==> config.mk <==
export PLATFORM = sky130hd
export DESIGN_NAME = patch_unpack_scatter_flat
export DESIGN_NICKNAME = d
export VERILOG_FILES = /design/src/design/psu_pkg.sv /design/src/design/psu_in_if.sv /design/src/design/psu_out_if.sv /design/src/design/psu_cfg.sv /design/src/design/psu_dp.sv /design/src/design/psu_ctrl.sv /design/src/design/patch_unpack_scatter.sv /design/src/flat_wrapper.sv
export VERILOG_INCLUDE_DIRS = /design/src /design/src/design
export SDC_FILE = /design/constraint.sdc
export NUM_CORES = 2
export LEC_CHECK = 0
export BUFFER_PORTS_ARGS = -buffer_cell sky130_fd_sc_hd__buf_2
export CAP_MARGIN = 0
export CORE_UTILIZATION = 59
export DETAILED_ROUTE_END_ITERATION = 6
export PLACE_DENSITY = 0.76
export REMOVE_ABC_BUFFERS = 1
export SYNTH_ARGS = -nofsm -noshare
export SYNTH_HDL_FRONTEND = slang
export SYNTH_SLANG_ARGS = --single-unit
export TNS_END_PERCENT = 1
==> constraint.sdc <==
create_clock -name clk_i -period 7.3 [get_ports clk_i]
set_clock_uncertainty 0.2 [all_clocks]
set_input_delay 0.73 -clock clk_i [delete_from_list [all_inputs] [get_ports clk_i]]
set_output_delay 0.73 -clock clk_i [all_outputs]
set_load 0.05 [all_outputs]
==> src/design/patch_unpack_scatter_defines.svh <==
// ----------------------------------------------------------------------------
// patch_unpack_scatter_defines
// Assertion macros shared by the patch unpack scatter block. In synthesis the
// macros expand to nothing.
// ----------------------------------------------------------------------------
`ifndef PATCH_UNPACK_SCATTER_DEFINES_SVH
`define PATCH_UNPACK_SCATTER_DEFINES_SVH

`ifndef SYNTHESIS
// Checked at every clock edge outside reset.
`define PSU_ASSERT(lbl, prop, msg) \
  lbl: assert property (@(posedge clk_i) disable iff (!rst_ni) prop) \
    else $error(msg);
// Checked at every clock edge, reset included.
`define PSU_ASSERT_ALWAYS(lbl, prop, msg) \
  lbl: assert property (@(posedge clk_i) prop) \
    else $error(msg);
`else
`define PSU_ASSERT(lbl, prop, msg)
`define PSU_ASSERT_ALWAYS(lbl, prop, msg)
`endif

`endif

==> src/design/psu_pkg.sv <==
// ----------------------------------------------------------------------------
// psu_pkg
// Types, constants and helpers shared by the patch unpack scatter block.
// ----------------------------------------------------------------------------
package psu_pkg;

  // Payload widths.
  localparam int WORD_W = 32;
  localparam int ADDR_W = 30;

  // Configuration register widths and port shape.
  localparam int LAYOUT_W   = 1;
  localparam int PATCH_W    = 5;
  localparam int GRID_W     = 9;
  localparam int CHANNEL_W  = 7;
  localparam int CFG_DATA_W = 9;
  localparam int CFG_IDX_W  = 3;

  // Default limits for the top-level parameters.
  localparam int DEF_MAX_PATCH    = 16;
  localparam int DEF_MAX_GRID     = 256;
  localparam int DEF_MAX_CHANNELS = 64;

  // Register indexes of the configuration port.
  typedef enum logic [CFG_IDX_W-1:0] {
    CFG_LAYOUT_CHANNEL_MAJOR = 3'd0,
    CFG_PATCH_SIZE           = 3'd1,
    CFG_GRID_ROWS            = 3'd2,
    CFG_GRID_COLS            = 3'd3,
    CFG_CHANNELS_TOTAL       = 3'd4,
    CFG_CHANNELS_KEPT        = 3'd5
  } cfg_idx_e;

  // Configuration register file contents.
  typedef struct packed {
    logic [LAYOUT_W-1:0]  layout_channel_major;
    logic [PATCH_W-1:0]   patch_size;
    logic [GRID_W-1:0]    grid_rows;
    logic [GRID_W-1:0]    grid_cols;
    logic [CHANNEL_W-1:0] channels_total;
    logic [CHANNEL_W-1:0] channels_kept;
  } cfg_t;

  // Controller states.
  typedef enum logic [2:0] {
    ST_IDLE,
    ST_PROD,
    ST_ACC,
    ST_SUM,
    ST_OUT
  } psu_state_e;

  // Commands from the controller to the datapath.
  typedef struct packed {
    logic load;   // request accepted: capture word, advance counters
    logic prod;   // form the area and row-offset products
    logic acc;    // form the plane offset and the in-plane offset
    logic sum;    // add up the address and load the output register
  } cmd_t;

  // Saturate a register value into 1..hi.
  function automatic logic [31:0] clamp_range(logic [31:0] v, logic [31:0] hi);
    logic [31:0] r;
    r = v;
    if (v == 32'd0) begin
      r = 32'd1;
    end else if (v > hi) begin
      r = hi;
    end
    return r;
  endfunction

endpackage

==> src/design/psu_in_if.sv <==
// ----------------------------------------------------------------------------
// psu_in_if
// Input channel: one token-matrix word per request.
// ----------------------------------------------------------------------------
interface psu_in_if import psu_pkg::*; ();

  logic              valid;
  logic              ready;
  logic [WORD_W-1:0] word_in;

  modport source (output valid, output word_in, input ready);
  modport sink   (input valid, input word_in, output ready);

endinterface

==> src/design/psu_out_if.sv <==
// ----------------------------------------------------------------------------
// psu_out_if
// Output channel: the word with its image address and flags.
// ----------------------------------------------------------------------------
interface psu_out_if import psu_pkg::*; ();

  logic              valid;
  logic              ready;
  logic [WORD_W-1:0] word_out;
  logic [ADDR_W-1:0] dest_address;
  logic              keep;
  logic              last;

  modport source (output valid, output word_out, output dest_address, output keep,
                  output last, input ready);
  modport sink   (input valid, input word_out, input dest_address, input keep,
                  input last, output ready);

endinterface

==> src/design/psu_cfg.sv <==
// ----------------------------------------------------------------------------
// psu_cfg
// Configuration register file, written through a plain index/data port.
// ----------------------------------------------------------------------------
module psu_cfg import psu_pkg::*; (
  input  logic                  clk_i,
  input  logic                  rst_ni,
  input  logic                  cfg_we_i,
  input  logic [CFG_IDX_W-1:0]  cfg_idx_i,
  input  logic [CFG_DATA_W-1:0] cfg_data_i,
  output cfg_t                  cfg_o
);

  cfg_t cfg_q, cfg_d;

  // Decode the write into the addressed register.
  always_comb begin
    cfg_d = cfg_q;
    if (cfg_we_i) begin
      case (cfg_idx_e'(cfg_idx_i))
        CFG_LAYOUT_CHANNEL_MAJOR: cfg_d.layout_channel_major = cfg_data_i[LAYOUT_W-1:0];
        CFG_PATCH_SIZE:           cfg_d.patch_size           = cfg_data_i[PATCH_W-1:0];
        CFG_GRID_ROWS:            cfg_d.grid_rows            = cfg_data_i[GRID_W-1:0];
        CFG_GRID_COLS:            cfg_d.grid_cols            = cfg_data_i[GRID_W-1:0];
        CFG_CHANNELS_TOTAL:       cfg_d.channels_total       = cfg_data_i[CHANNEL_W-1:0];
        CFG_CHANNELS_KEPT:        cfg_d.channels_kept        = cfg_data_i[CHANNEL_W-1:0];
        default: ;
      endcase
    end
  end

  always_ff @(posedge clk_i or negedge rst_ni) begin
    if (!rst_ni) begin
      cfg_q.layout_channel_major <= LAYOUT_W'(0);
      cfg_q.patch_size           <= PATCH_W'(2);
      cfg_q.grid_rows            <= GRID_W'(1);
      cfg_q.grid_cols            <= GRID_W'(1);
      cfg_q.channels_total       <= CHANNEL_W'(1);
      cfg_q.channels_kept        <= CHANNEL_W'(1);
    end else begin
      cfg_q <= cfg_d;
    end
  end

  assign cfg_o = cfg_q;

endmodule

==> src/design/psu_dp.sv <==
// ----------------------------------------------------------------------------
// psu_dp
// Datapath: position counters, address arithmetic over three registered
// steps, and the output register.
// ----------------------------------------------------------------------------
module psu_dp import psu_pkg::*; #(
  parameter int MAX_PATCH    = DEF_MAX_PATCH,
  parameter int MAX_GRID     = DEF_MAX_GRID,
  parameter int MAX_CHANNELS = DEF_MAX_CHANNELS
) (
  input  logic              clk_i,
  input  logic              rst_ni,
  input  cfg_t              cfg_i,
  input  cmd_t              cmd_i,
  input  logic [WORD_W-1:0] in_word_i,
  output logic [WORD_W-1:0] out_word_o,
  output logic [ADDR_W-1:0] out_addr_o,
  output logic              out_keep_o,
  output logic              out_last_o
);

  // Widths of the clamped limits and of the counters.
  localparam int PVW   = $clog2(MAX_PATCH + 1);
  localparam int GVW   = $clog2(MAX_GRID + 1);
  localparam int CVW   = $clog2(MAX_CHANNELS + 1);
  localparam int PCW   = (MAX_PATCH > 1) ? $clog2(MAX_PATCH) : 1;
  localparam int GCW   = (MAX_GRID > 1) ? $clog2(MAX_GRID) : 1;
  localparam int CCW   = (MAX_CHANNELS > 1) ? $clog2(MAX_CHANNELS) : 1;
  localparam int DIM_W = PVW + GVW;
  localparam int PROD_W = 2 * DIM_W;

  // Clamped limits.
  logic [PVW-1:0] p;
  logic [GVW-1:0] hp, wp;
  logic [CVW-1:0] ct;

  // Position counters.
  logic [GCW-1:0] row_q, row_d, col_q, col_d;
  logic [CCW-1:0] ch_q, ch_d;
  logic [PCW-1:0] py_q, py_d, px_q, px_d;

  logic row_wrap, col_wrap, ch_wrap, py_wrap, px_wrap;
  logic ch_adv, py_adv, px_adv, col_adv, row_adv, token_done;

  // Captured request and address steps.
  logic [WORD_W-1:0] word_q;
  logic              keep_q, last_q;
  logic [CCW-1:0]    ch_s_q;
  logic [DIM_W-1:0]  h_q, w_q, y_q, x_q;
  logic [ADDR_W-1:0] hw_q, yw_q, chw_q, inplane_q;

  // Output register.
  logic [WORD_W-1:0] out_word_q;
  logic [ADDR_W-1:0] out_addr_q;
  logic              out_keep_q, out_last_q;

  assign p  = PVW'(clamp_range(32'(cfg_i.patch_size), 32'(MAX_PATCH)));
  assign hp = GVW'(clamp_range(32'(cfg_i.grid_rows), 32'(MAX_GRID)));
  assign wp = GVW'(clamp_range(32'(cfg_i.grid_cols), 32'(MAX_GRID)));
  assign ct = CVW'(clamp_range(32'(cfg_i.channels_total), 32'(MAX_CHANNELS)));

  // A counter wraps when its next value would reach its limit.
  assign px_wrap  = (32'(px_q) + 32'd1) >= 32'(p);
  assign py_wrap  = (32'(py_q) + 32'd1) >= 32'(p);
  assign ch_wrap  = (32'(ch_q) + 32'd1) >= 32'(ct);
  assign col_wrap = (32'(col_q) + 32'd1) >= 32'(wp);
  assign row_wrap = (32'(row_q) + 32'd1) >= 32'(hp);

  // Carry chain; the layout register picks which counter runs fastest.
  always_comb begin
    if (cfg_i.layout_channel_major == 1'b1) begin
      px_adv     = 1'b1;
      py_adv     = px_wrap;
      ch_adv     = px_wrap && py_wrap;
      token_done = px_wrap && py_wrap && ch_wrap;
    end else begin
      ch_adv     = 1'b1;
      px_adv     = ch_wrap;
      py_adv     = ch_wrap && px_wrap;
      token_done = ch_wrap && px_wrap && py_wrap;
    end
    col_adv = token_done;
    row_adv = token_done && col_wrap;

    px_d  = px_adv  ? (px_wrap  ? '0 : px_q  + PCW'(1)) : px_q;
    py_d  = py_adv  ? (py_wrap  ? '0 : py_q  + PCW'(1)) : py_q;
    ch_d  = ch_adv  ? (ch_wrap  ? '0 : ch_q  + CCW'(1)) : ch_q;
    col_d = col_adv ? (col_wrap ? '0 : col_q + GCW'(1)) : col_q;
    row_d = row_adv ? (row_wrap ? '0 : row_q + GCW'(1)) : row_q;
  end

  // Counters advance once per accepted request.
  always_ff @(posedge clk_i or negedge rst_ni) begin
    if (!rst_ni) begin
      row_q <= '0;
      col_q <= '0;
      ch_q  <= '0;
      py_q  <= '0;
      px_q  <= '0;
    end else if (cmd_i.load) begin
      row_q <= row_d;
      col_q <= col_d;
      ch_q  <= ch_d;
      py_q  <= py_d;
      px_q  <= px_d;
    end
  end

  // Capture the word and the image dimensions and coordinates.
  always_ff @(posedge clk_i) begin
    if (cmd_i.load) begin
      word_q <= in_word_i;
      keep_q <= 32'(ch_q) < 32'(cfg_i.channels_kept);
      last_q <= row_adv && row_wrap;
      ch_s_q <= ch_q;
      h_q    <= DIM_W'(hp) * DIM_W'(p);
      w_q    <= DIM_W'(wp) * DIM_W'(p);
      y_q    <= DIM_W'(row_q) * DIM_W'(p) + DIM_W'(py_q);
      x_q    <= DIM_W'(col_q) * DIM_W'(p) + DIM_W'(px_q);
    end
  end

  // Plane area and row offset; products wrap at the address width.
  always_ff @(posedge clk_i) begin
    if (cmd_i.prod) begin
      hw_q <= ADDR_W'(PROD_W'(h_q) * PROD_W'(w_q));
      yw_q <= ADDR_W'(PROD_W'(y_q) * PROD_W'(w_q));
    end
  end

  // Plane offset and in-plane offset.
  always_ff @(posedge clk_i) begin
    if (cmd_i.acc) begin
      chw_q     <= ADDR_W'(ch_s_q) * hw_q;
      inplane_q <= yw_q + ADDR_W'(x_q);
    end
  end

  // Output register, held until the result is taken.
  always_ff @(posedge clk_i) begin
    if (cmd_i.sum) begin
      out_word_q <= word_q;
      out_addr_q <= chw_q + inplane_q;
      out_keep_q <= keep_q;
      out_last_q <= last_q;
    end
  end

  assign out_word_o = out_word_q;
  assign out_addr_o = out_addr_q;
  assign out_keep_o = out_keep_q;
  assign out_last_o = out_last_q;

endmodule

==> src/design/psu_ctrl.sv <==
// ----------------------------------------------------------------------------
// psu_ctrl
// Controller: sequences one request through the address steps and holds the
// result until it is taken.
// ----------------------------------------------------------------------------
`include "patch_unpack_scatter_defines.svh"

module psu_ctrl import psu_pkg::*; (
  input  logic clk_i,
  input  logic rst_ni,
  input  logic in_valid_i,
  output logic in_ready_o,
  output logic out_valid_o,
  input  logic out_ready_i,
  output cmd_t cmd_o
);

  psu_state_e state_q, state_d;

  always_ff @(posedge clk_i or negedge rst_ni) begin
    if (!rst_ni) begin
      state_q <= ST_IDLE;
    end else begin
      state_q <= state_d;
    end
  end

  // Next state.
  always_comb begin
    state_d = state_q;
    case (state_q)
      ST_IDLE: begin
        if (in_valid_i) begin
          state_d = ST_PROD;
        end
      end
      ST_PROD: state_d = ST_ACC;
      ST_ACC:  state_d = ST_SUM;
      ST_SUM:  state_d = ST_OUT;
      ST_OUT: begin
        if (out_ready_i) begin
          state_d = in_valid_i ? ST_PROD : ST_IDLE;
        end
      end
      default: state_d = ST_IDLE;
    endcase
  end

  // Handshake and datapath commands. A new request is taken in the cycle
  // the held result leaves.
  always_comb begin
    in_ready_o  = 1'b0;
    out_valid_o = 1'b0;
    cmd_o       = '0;
    case (state_q)
      ST_IDLE: in_ready_o = 1'b1;
      ST_PROD: cmd_o.prod = 1'b1;
      ST_ACC:  cmd_o.acc  = 1'b1;
      ST_SUM:  cmd_o.sum  = 1'b1;
      ST_OUT: begin
        out_valid_o = 1'b1;
        in_ready_o  = out_ready_i;
      end
      default: ;
    endcase
    cmd_o.load = in_valid_i && in_ready_o;
  end

  `PSU_ASSERT(a_cmd_onehot, $onehot0({cmd_o.load, cmd_o.prod, cmd_o.acc, cmd_o.sum}), "psu_ctrl: overlapping datapath commands")
  `PSU_ASSERT(a_load_then_prod, cmd_o.load |=> cmd_o.prod, "psu_ctrl: captured request not multiplied next cycle")
  `PSU_ASSERT(a_sum_then_out, cmd_o.sum |=> out_valid_o, "psu_ctrl: output register loaded but not presented")
  `PSU_ASSERT(a_out_not_busy, out_valid_o |-> !cmd_o.prod && !cmd_o.acc && !cmd_o.sum, "psu_ctrl: output register changing while presented")
  `PSU_ASSERT_ALWAYS(a_reset_quiet, !rst_ni |-> !out_valid_o && !cmd_o.sum, "psu_ctrl: activity during reset")

endmodule

==> src/design/patch_unpack_scatter.sv <==
// A result is valid after its request has passed, in turn, the four registered
// steps (capture, products, offsets, sum); one request holds them all, so the
// block takes no new request while a result is in flight or held.
// A new request is taken in the same cycle the previous result is taken.
// Reset (rst_ni low, asynchronous) clears the controller, the position
// counters and the configuration registers to their default values.
// ----------------------------------------------------------------------------
// patch_unpack_scatter
// Scatters token-matrix words into a channel-planar image: each word leaves
// with its image address, a keep flag for the leading channels and a last
// flag on the final word of the matrix.
// ----------------------------------------------------------------------------
module patch_unpack_scatter import psu_pkg::*; #(
  parameter int MAX_PATCH    = DEF_MAX_PATCH,
  parameter int MAX_GRID     = DEF_MAX_GRID,
  parameter int MAX_CHANNELS = DEF_MAX_CHANNELS
) (
  input  logic                  clk_i,
  input  logic                  rst_ni,
  input  logic                  cfg_we_i,
  input  logic [CFG_IDX_W-1:0]  cfg_idx_i,
  input  logic [CFG_DATA_W-1:0] cfg_data_i,
  psu_in_if.sink                in_i,
  psu_out_if.source             out_o
);

  cfg_t cfg;
  cmd_t cmd;

  // Configuration registers.
  psu_cfg u_cfg (
    .clk_i      (clk_i),
    .rst_ni     (rst_ni),
    .cfg_we_i   (cfg_we_i),
    .cfg_idx_i  (cfg_idx_i),
    .cfg_data_i (cfg_data_i),
    .cfg_o      (cfg)
  );

  // Sequencing and handshake.
  psu_ctrl u_ctrl (
    .clk_i       (clk_i),
    .rst_ni      (rst_ni),
    .in_valid_i  (in_i.valid),
    .in_ready_o  (in_i.ready),
    .out_valid_o (out_o.valid),
    .out_ready_i (out_o.ready),
    .cmd_o       (cmd)
  );

  // Counters and address arithmetic.
  psu_dp #(
    .MAX_PATCH    (MAX_PATCH),
    .MAX_GRID     (MAX_GRID),
    .MAX_CHANNELS (MAX_CHANNELS)
  ) u_dp (
    .clk_i      (clk_i),
    .rst_ni     (rst_ni),
    .cfg_i      (cfg),
    .cmd_i      (cmd),
    .in_word_i  (in_i.word_in),
    .out_word_o (out_o.word_out),
    .out_addr_o (out_o.dest_address),
    .out_keep_o (out_o.keep),
    .out_last_o (out_o.last)
  );

endmodule

==> src/flat_wrapper.sv <==
// flat-port wrapper written by rule: the top's interface ports become plain ports
module patch_unpack_scatter_flat import psu_pkg::*;
#(
  parameter int MAX_PATCH    = DEF_MAX_PATCH,
  parameter int MAX_GRID     = DEF_MAX_GRID,
  parameter int MAX_CHANNELS = DEF_MAX_CHANNELS
)
  (clk_i, rst_ni, cfg_we_i, cfg_idx_i, cfg_data_i, in_i_valid, in_i_word_in, in_i_ready, out_o_valid, out_o_word_out, out_o_dest_address, out_o_keep, out_o_last, out_o_ready);
  psu_in_if in_i_i ();
  psu_out_if out_o_i ();
  input  logic clk_i;
  input  logic rst_ni;
  input  logic cfg_we_i;
  input  logic [CFG_IDX_W-1:0] cfg_idx_i;
  input  logic [CFG_DATA_W-1:0] cfg_data_i;
  input wire logic [$bits(in_i_i.valid)-1:0] in_i_valid;
  input wire logic [$bits(in_i_i.word_in)-1:0] in_i_word_in;
  output wire logic [$bits(in_i_i.ready)-1:0] in_i_ready;
  output wire logic [$bits(out_o_i.valid)-1:0] out_o_valid;
  output wire logic [$bits(out_o_i.word_out)-1:0] out_o_word_out;
  output wire logic [$bits(out_o_i.dest_address)-1:0] out_o_dest_address;
  output wire logic [$bits(out_o_i.keep)-1:0] out_o_keep;
  output wire logic [$bits(out_o_i.last)-1:0] out_o_last;
  input wire logic [$bits(out_o_i.ready)-1:0] out_o_ready;
  assign in_i_i.valid = in_i_valid;
  assign in_i_i.word_in = in_i_word_in;
  assign in_i_ready = in_i_i.ready;
  assign out_o_valid = out_o_i.valid;
  assign out_o_word_out = out_o_i.word_out;
  assign out_o_dest_address = out_o_i.dest_address;
  assign out_o_keep = out_o_i.keep;
  assign out_o_last = out_o_i.last;
  assign out_o_i.ready = out_o_ready;
  patch_unpack_scatter #(.MAX_PATCH(MAX_PATCH), .MAX_GRID(MAX_GRID), .MAX_CHANNELS(MAX_CHANNELS)) u_core (.clk_i(clk_i), .rst_ni(rst_ni), .cfg_we_i(cfg_we_i), .cfg_idx_i(cfg_idx_i), .cfg_data_i(cfg_data_i), .in_i(in_i_i), .out_o(out_o_i));
endmodule
==> out/qor.csv <==
metric,value,unit
status,"complete, no violations",
drc violations,0,
clk_lat worst skew,580,ps
Post-CTS Setup Bufs,0,
CP Launch Type,register,
vias in the first global route,26300,
final wirelength,77900,um
number of H-tree levels,2,
largest net degree at the start of global routing,72,
Critical Path RT,7430,ps
share of cells above drive strength 1,0.0744,
Die Ht,255,um
most instantiated cells after synthesis,"inv_1 (616), nand2_1 (502), fa_1 (470)",
CTS buffer count,39,
DRT antenna net count,0,
die area,0.0651,sq mm
Area contributors post-synth,"fa_1 (25%), edfxtp_1 (22%), ha_1 (13%)",
DRT Pass-1 Iters,5,
HPWL after DPL,61100,um
"Reg clk slew, reported paths",70,ps
synth unique cells,86,
worst hold path depth,1,
synth warn,0,
Final Critical Period,6640,ps
Worst Path Max Fanout,14,
final setup margin,664,ps
category of the most critical setup path,register to register,
Syn Area/Cell,10.1,sq um
Hold Buf Count CTS,0,
Starting DRT DRC Count,1561,
synthesized flop and latch total,346,
core box area,0.0632,sq mm
Place WS,689,ps
synthesis-to-layout area growth,6.98,%
commonest register cell after synthesis,edfxtp_1,
antenna violations before repair,2,
Synth top area share,0.249,
vias per inst,5.49,
die width,255,um
Slew @ Worst Pin,1270,ps
Slowest cell on crit path,edfxtp_1,
total track usage,0.250,
TritonCTS Sinks,346,
worst hold path class,input pin to register,
Synth area leader,fa_1,
max cap viols,0,
Rel. slew slack,0.151,
final setup vio count,0,
cell with the most instances after synthesis,inv_1,
Rows,92,
setup repair after global routing missed its margin,no,
Crit path largest cell delay,590,ps
sequential share of the synthesized area,0.266,
"Cell Area, Synth",0.0378,sq mm
placer congestion estimate,0.889,
initial core utilization,0.598,
setup tns final,0,ps
CTS Buffer Depth,3,
total grt overflow,0,
Root Buffer,clkbuf_16,
Worst Path Arrival,6770,ps
cells along the critical path,"and2_1, fa_1, inv_1, fa_1, inv_1, fa_1, inv_1, fa_1, inv_1, fa_1, inv_1, fa_1, inv_1, ha_1, nand4_1, or3_1, o211ai_1, o21ai_2, o2111ai_1, o211ai_2, o21ai_1, a221o_1, xnor2_1",
global-route wire length before repair,130000,um
"FFs w/ async S/R, synth",0.205,
CTS tree,done,
Slew Limit Fails,0,
Vias,25800,
cells on worst reg2reg path,23,
number of port buffers,114,
post-route insts no fill,4693,
post-cts repair resize count,0,
number of instances in the placed design,4624,
fmax,0.151,GHz
endpoints failing hold,0,
cells after synthesis,3755,
Final nets,4743,
crit end category,register,
number of synthesized flops with an enable pin,275,
Ports,115,
drt wl/cell,16.6,um
final period utilization,0.909,
cells in the final DEF, fill, tap and decap left out, types with 34 or more instances in the layout:
master	n
nor2b_1	34
nor2_1	145
xor2_1	49
a21oi_1	125
buf_2	114
inv_1	616
o21ai_0	42
nand2_1	502
and2_1	262
clkbuf_16	40
o21bai_1	41
a21o_1	63
dfrtp_1	66
fa_1	470
edfxtp_1	275
nand3_1	45
ha_1	405
nand2b_1	37
nor3_1	39
mux2_2	36
xnor2_1	134
layer usage:
metal	wire [um]	up-vias	track usage
li1	-	12200	-
met1	34800	12800	0.339
met2	37300	650	0.428
met3	4170	112	0.0332
met4	1550	2	0.0566
met5	7	-	0
critical path: cells and delay by family (launching register included):
family,cells,cell delay (ps)
adders and majority gates,7,3370
AOI/OAI and AO/OA,6,1170
and+or+nand+nor,3,710
DFF,1,590
buffers and inverters,6,300
xor gates and xnor gates,1,80
sequential cells by signal (all words and copies together), names as in the netlist, 3 cells and up:
register / cells
u_core.u_dp.py_q: 4
u_core.u_dp.hw_q: 28
u_core.u_dp.out_addr_o: 30
u_core.u_dp.x_q: 14
u_core.u_dp.ch_q: 6
u_core.u_dp.chw_q: 30
u_core.u_dp.ch_s_q: 6
u_core.u_dp.w_q: 14
u_core.u_dp.col_q: 8
u_core.u_dp.word_q: 32
u_core.u_dp.yw_q: 28
u_core.u_dp.y_q: 14
u_core.u_ctrl.state_q: 3
u_core.u_dp.out_word_o: 32
u_core.u_dp.px_q: 4
u_core.u_dp.h_q: 14
u_core.u_cfg.cfg_o: 38
u_core.u_dp.row_q: 8
u_core.u_dp.inplane_q: 29
cell type report:
class,count,area (sq um)
multi-input cells,2667,25000
fillers,5025,22800
flip-flops and latches,346,10000
inverters,619,2320
well taps,846,1060
clock buffers,49,1040
repair buffers,146,811
clock inverters,19,171
diodes,1,2.50
cell families after synthesis:
| family | synth area share |
|---|---|
| AO/OA/AOI/OAI | 0.0770 |
| multiplexers | 0.0144 |
| flip-flops | 0.266 |
| adder cells (fa/ha/maj) | 0.383 |
| AND/OR/NAND/NOR | 0.144 |
| buffers and inverters | 0.0738 |
| XOR/XNOR | 0.0424 |
path summary, 6_finish.rpt:
path,from,end,slack (ps)
max in group asynchronous,rst_ni,u_core.u_dp.col_q[6],6080
min in group asynchronous,rst_ni,u_core.u_cfg.cfg_o[28],170
worst min register to register,u_core.u_dp.word_q[10],u_core.u_dp.out_word_o[10],220
worst max register to register,u_core.u_dp.y_q[7],u_core.u_dp.yw_q[27],660
worst min-delay path,in_i_word_in[27],u_core.u_dp.word_q[27],130
worst max-delay path,u_core.u_dp.y_q[7],u_core.u_dp.yw_q[27],660
metrics by stage:
stage	area [sq um]	hold slack, ps	util
final	40400	127	0.640
after global routing	40400	109	0.640
after CTS	40400	98.3	0.640
after detailed placement	39200	205	0.621
after global placement	39200	201	0.621
after floorplan	37300	200	-
Power is not shown: default switching activity piles up to over one toggle a cycle in this logic, so the estimate is an artifact.
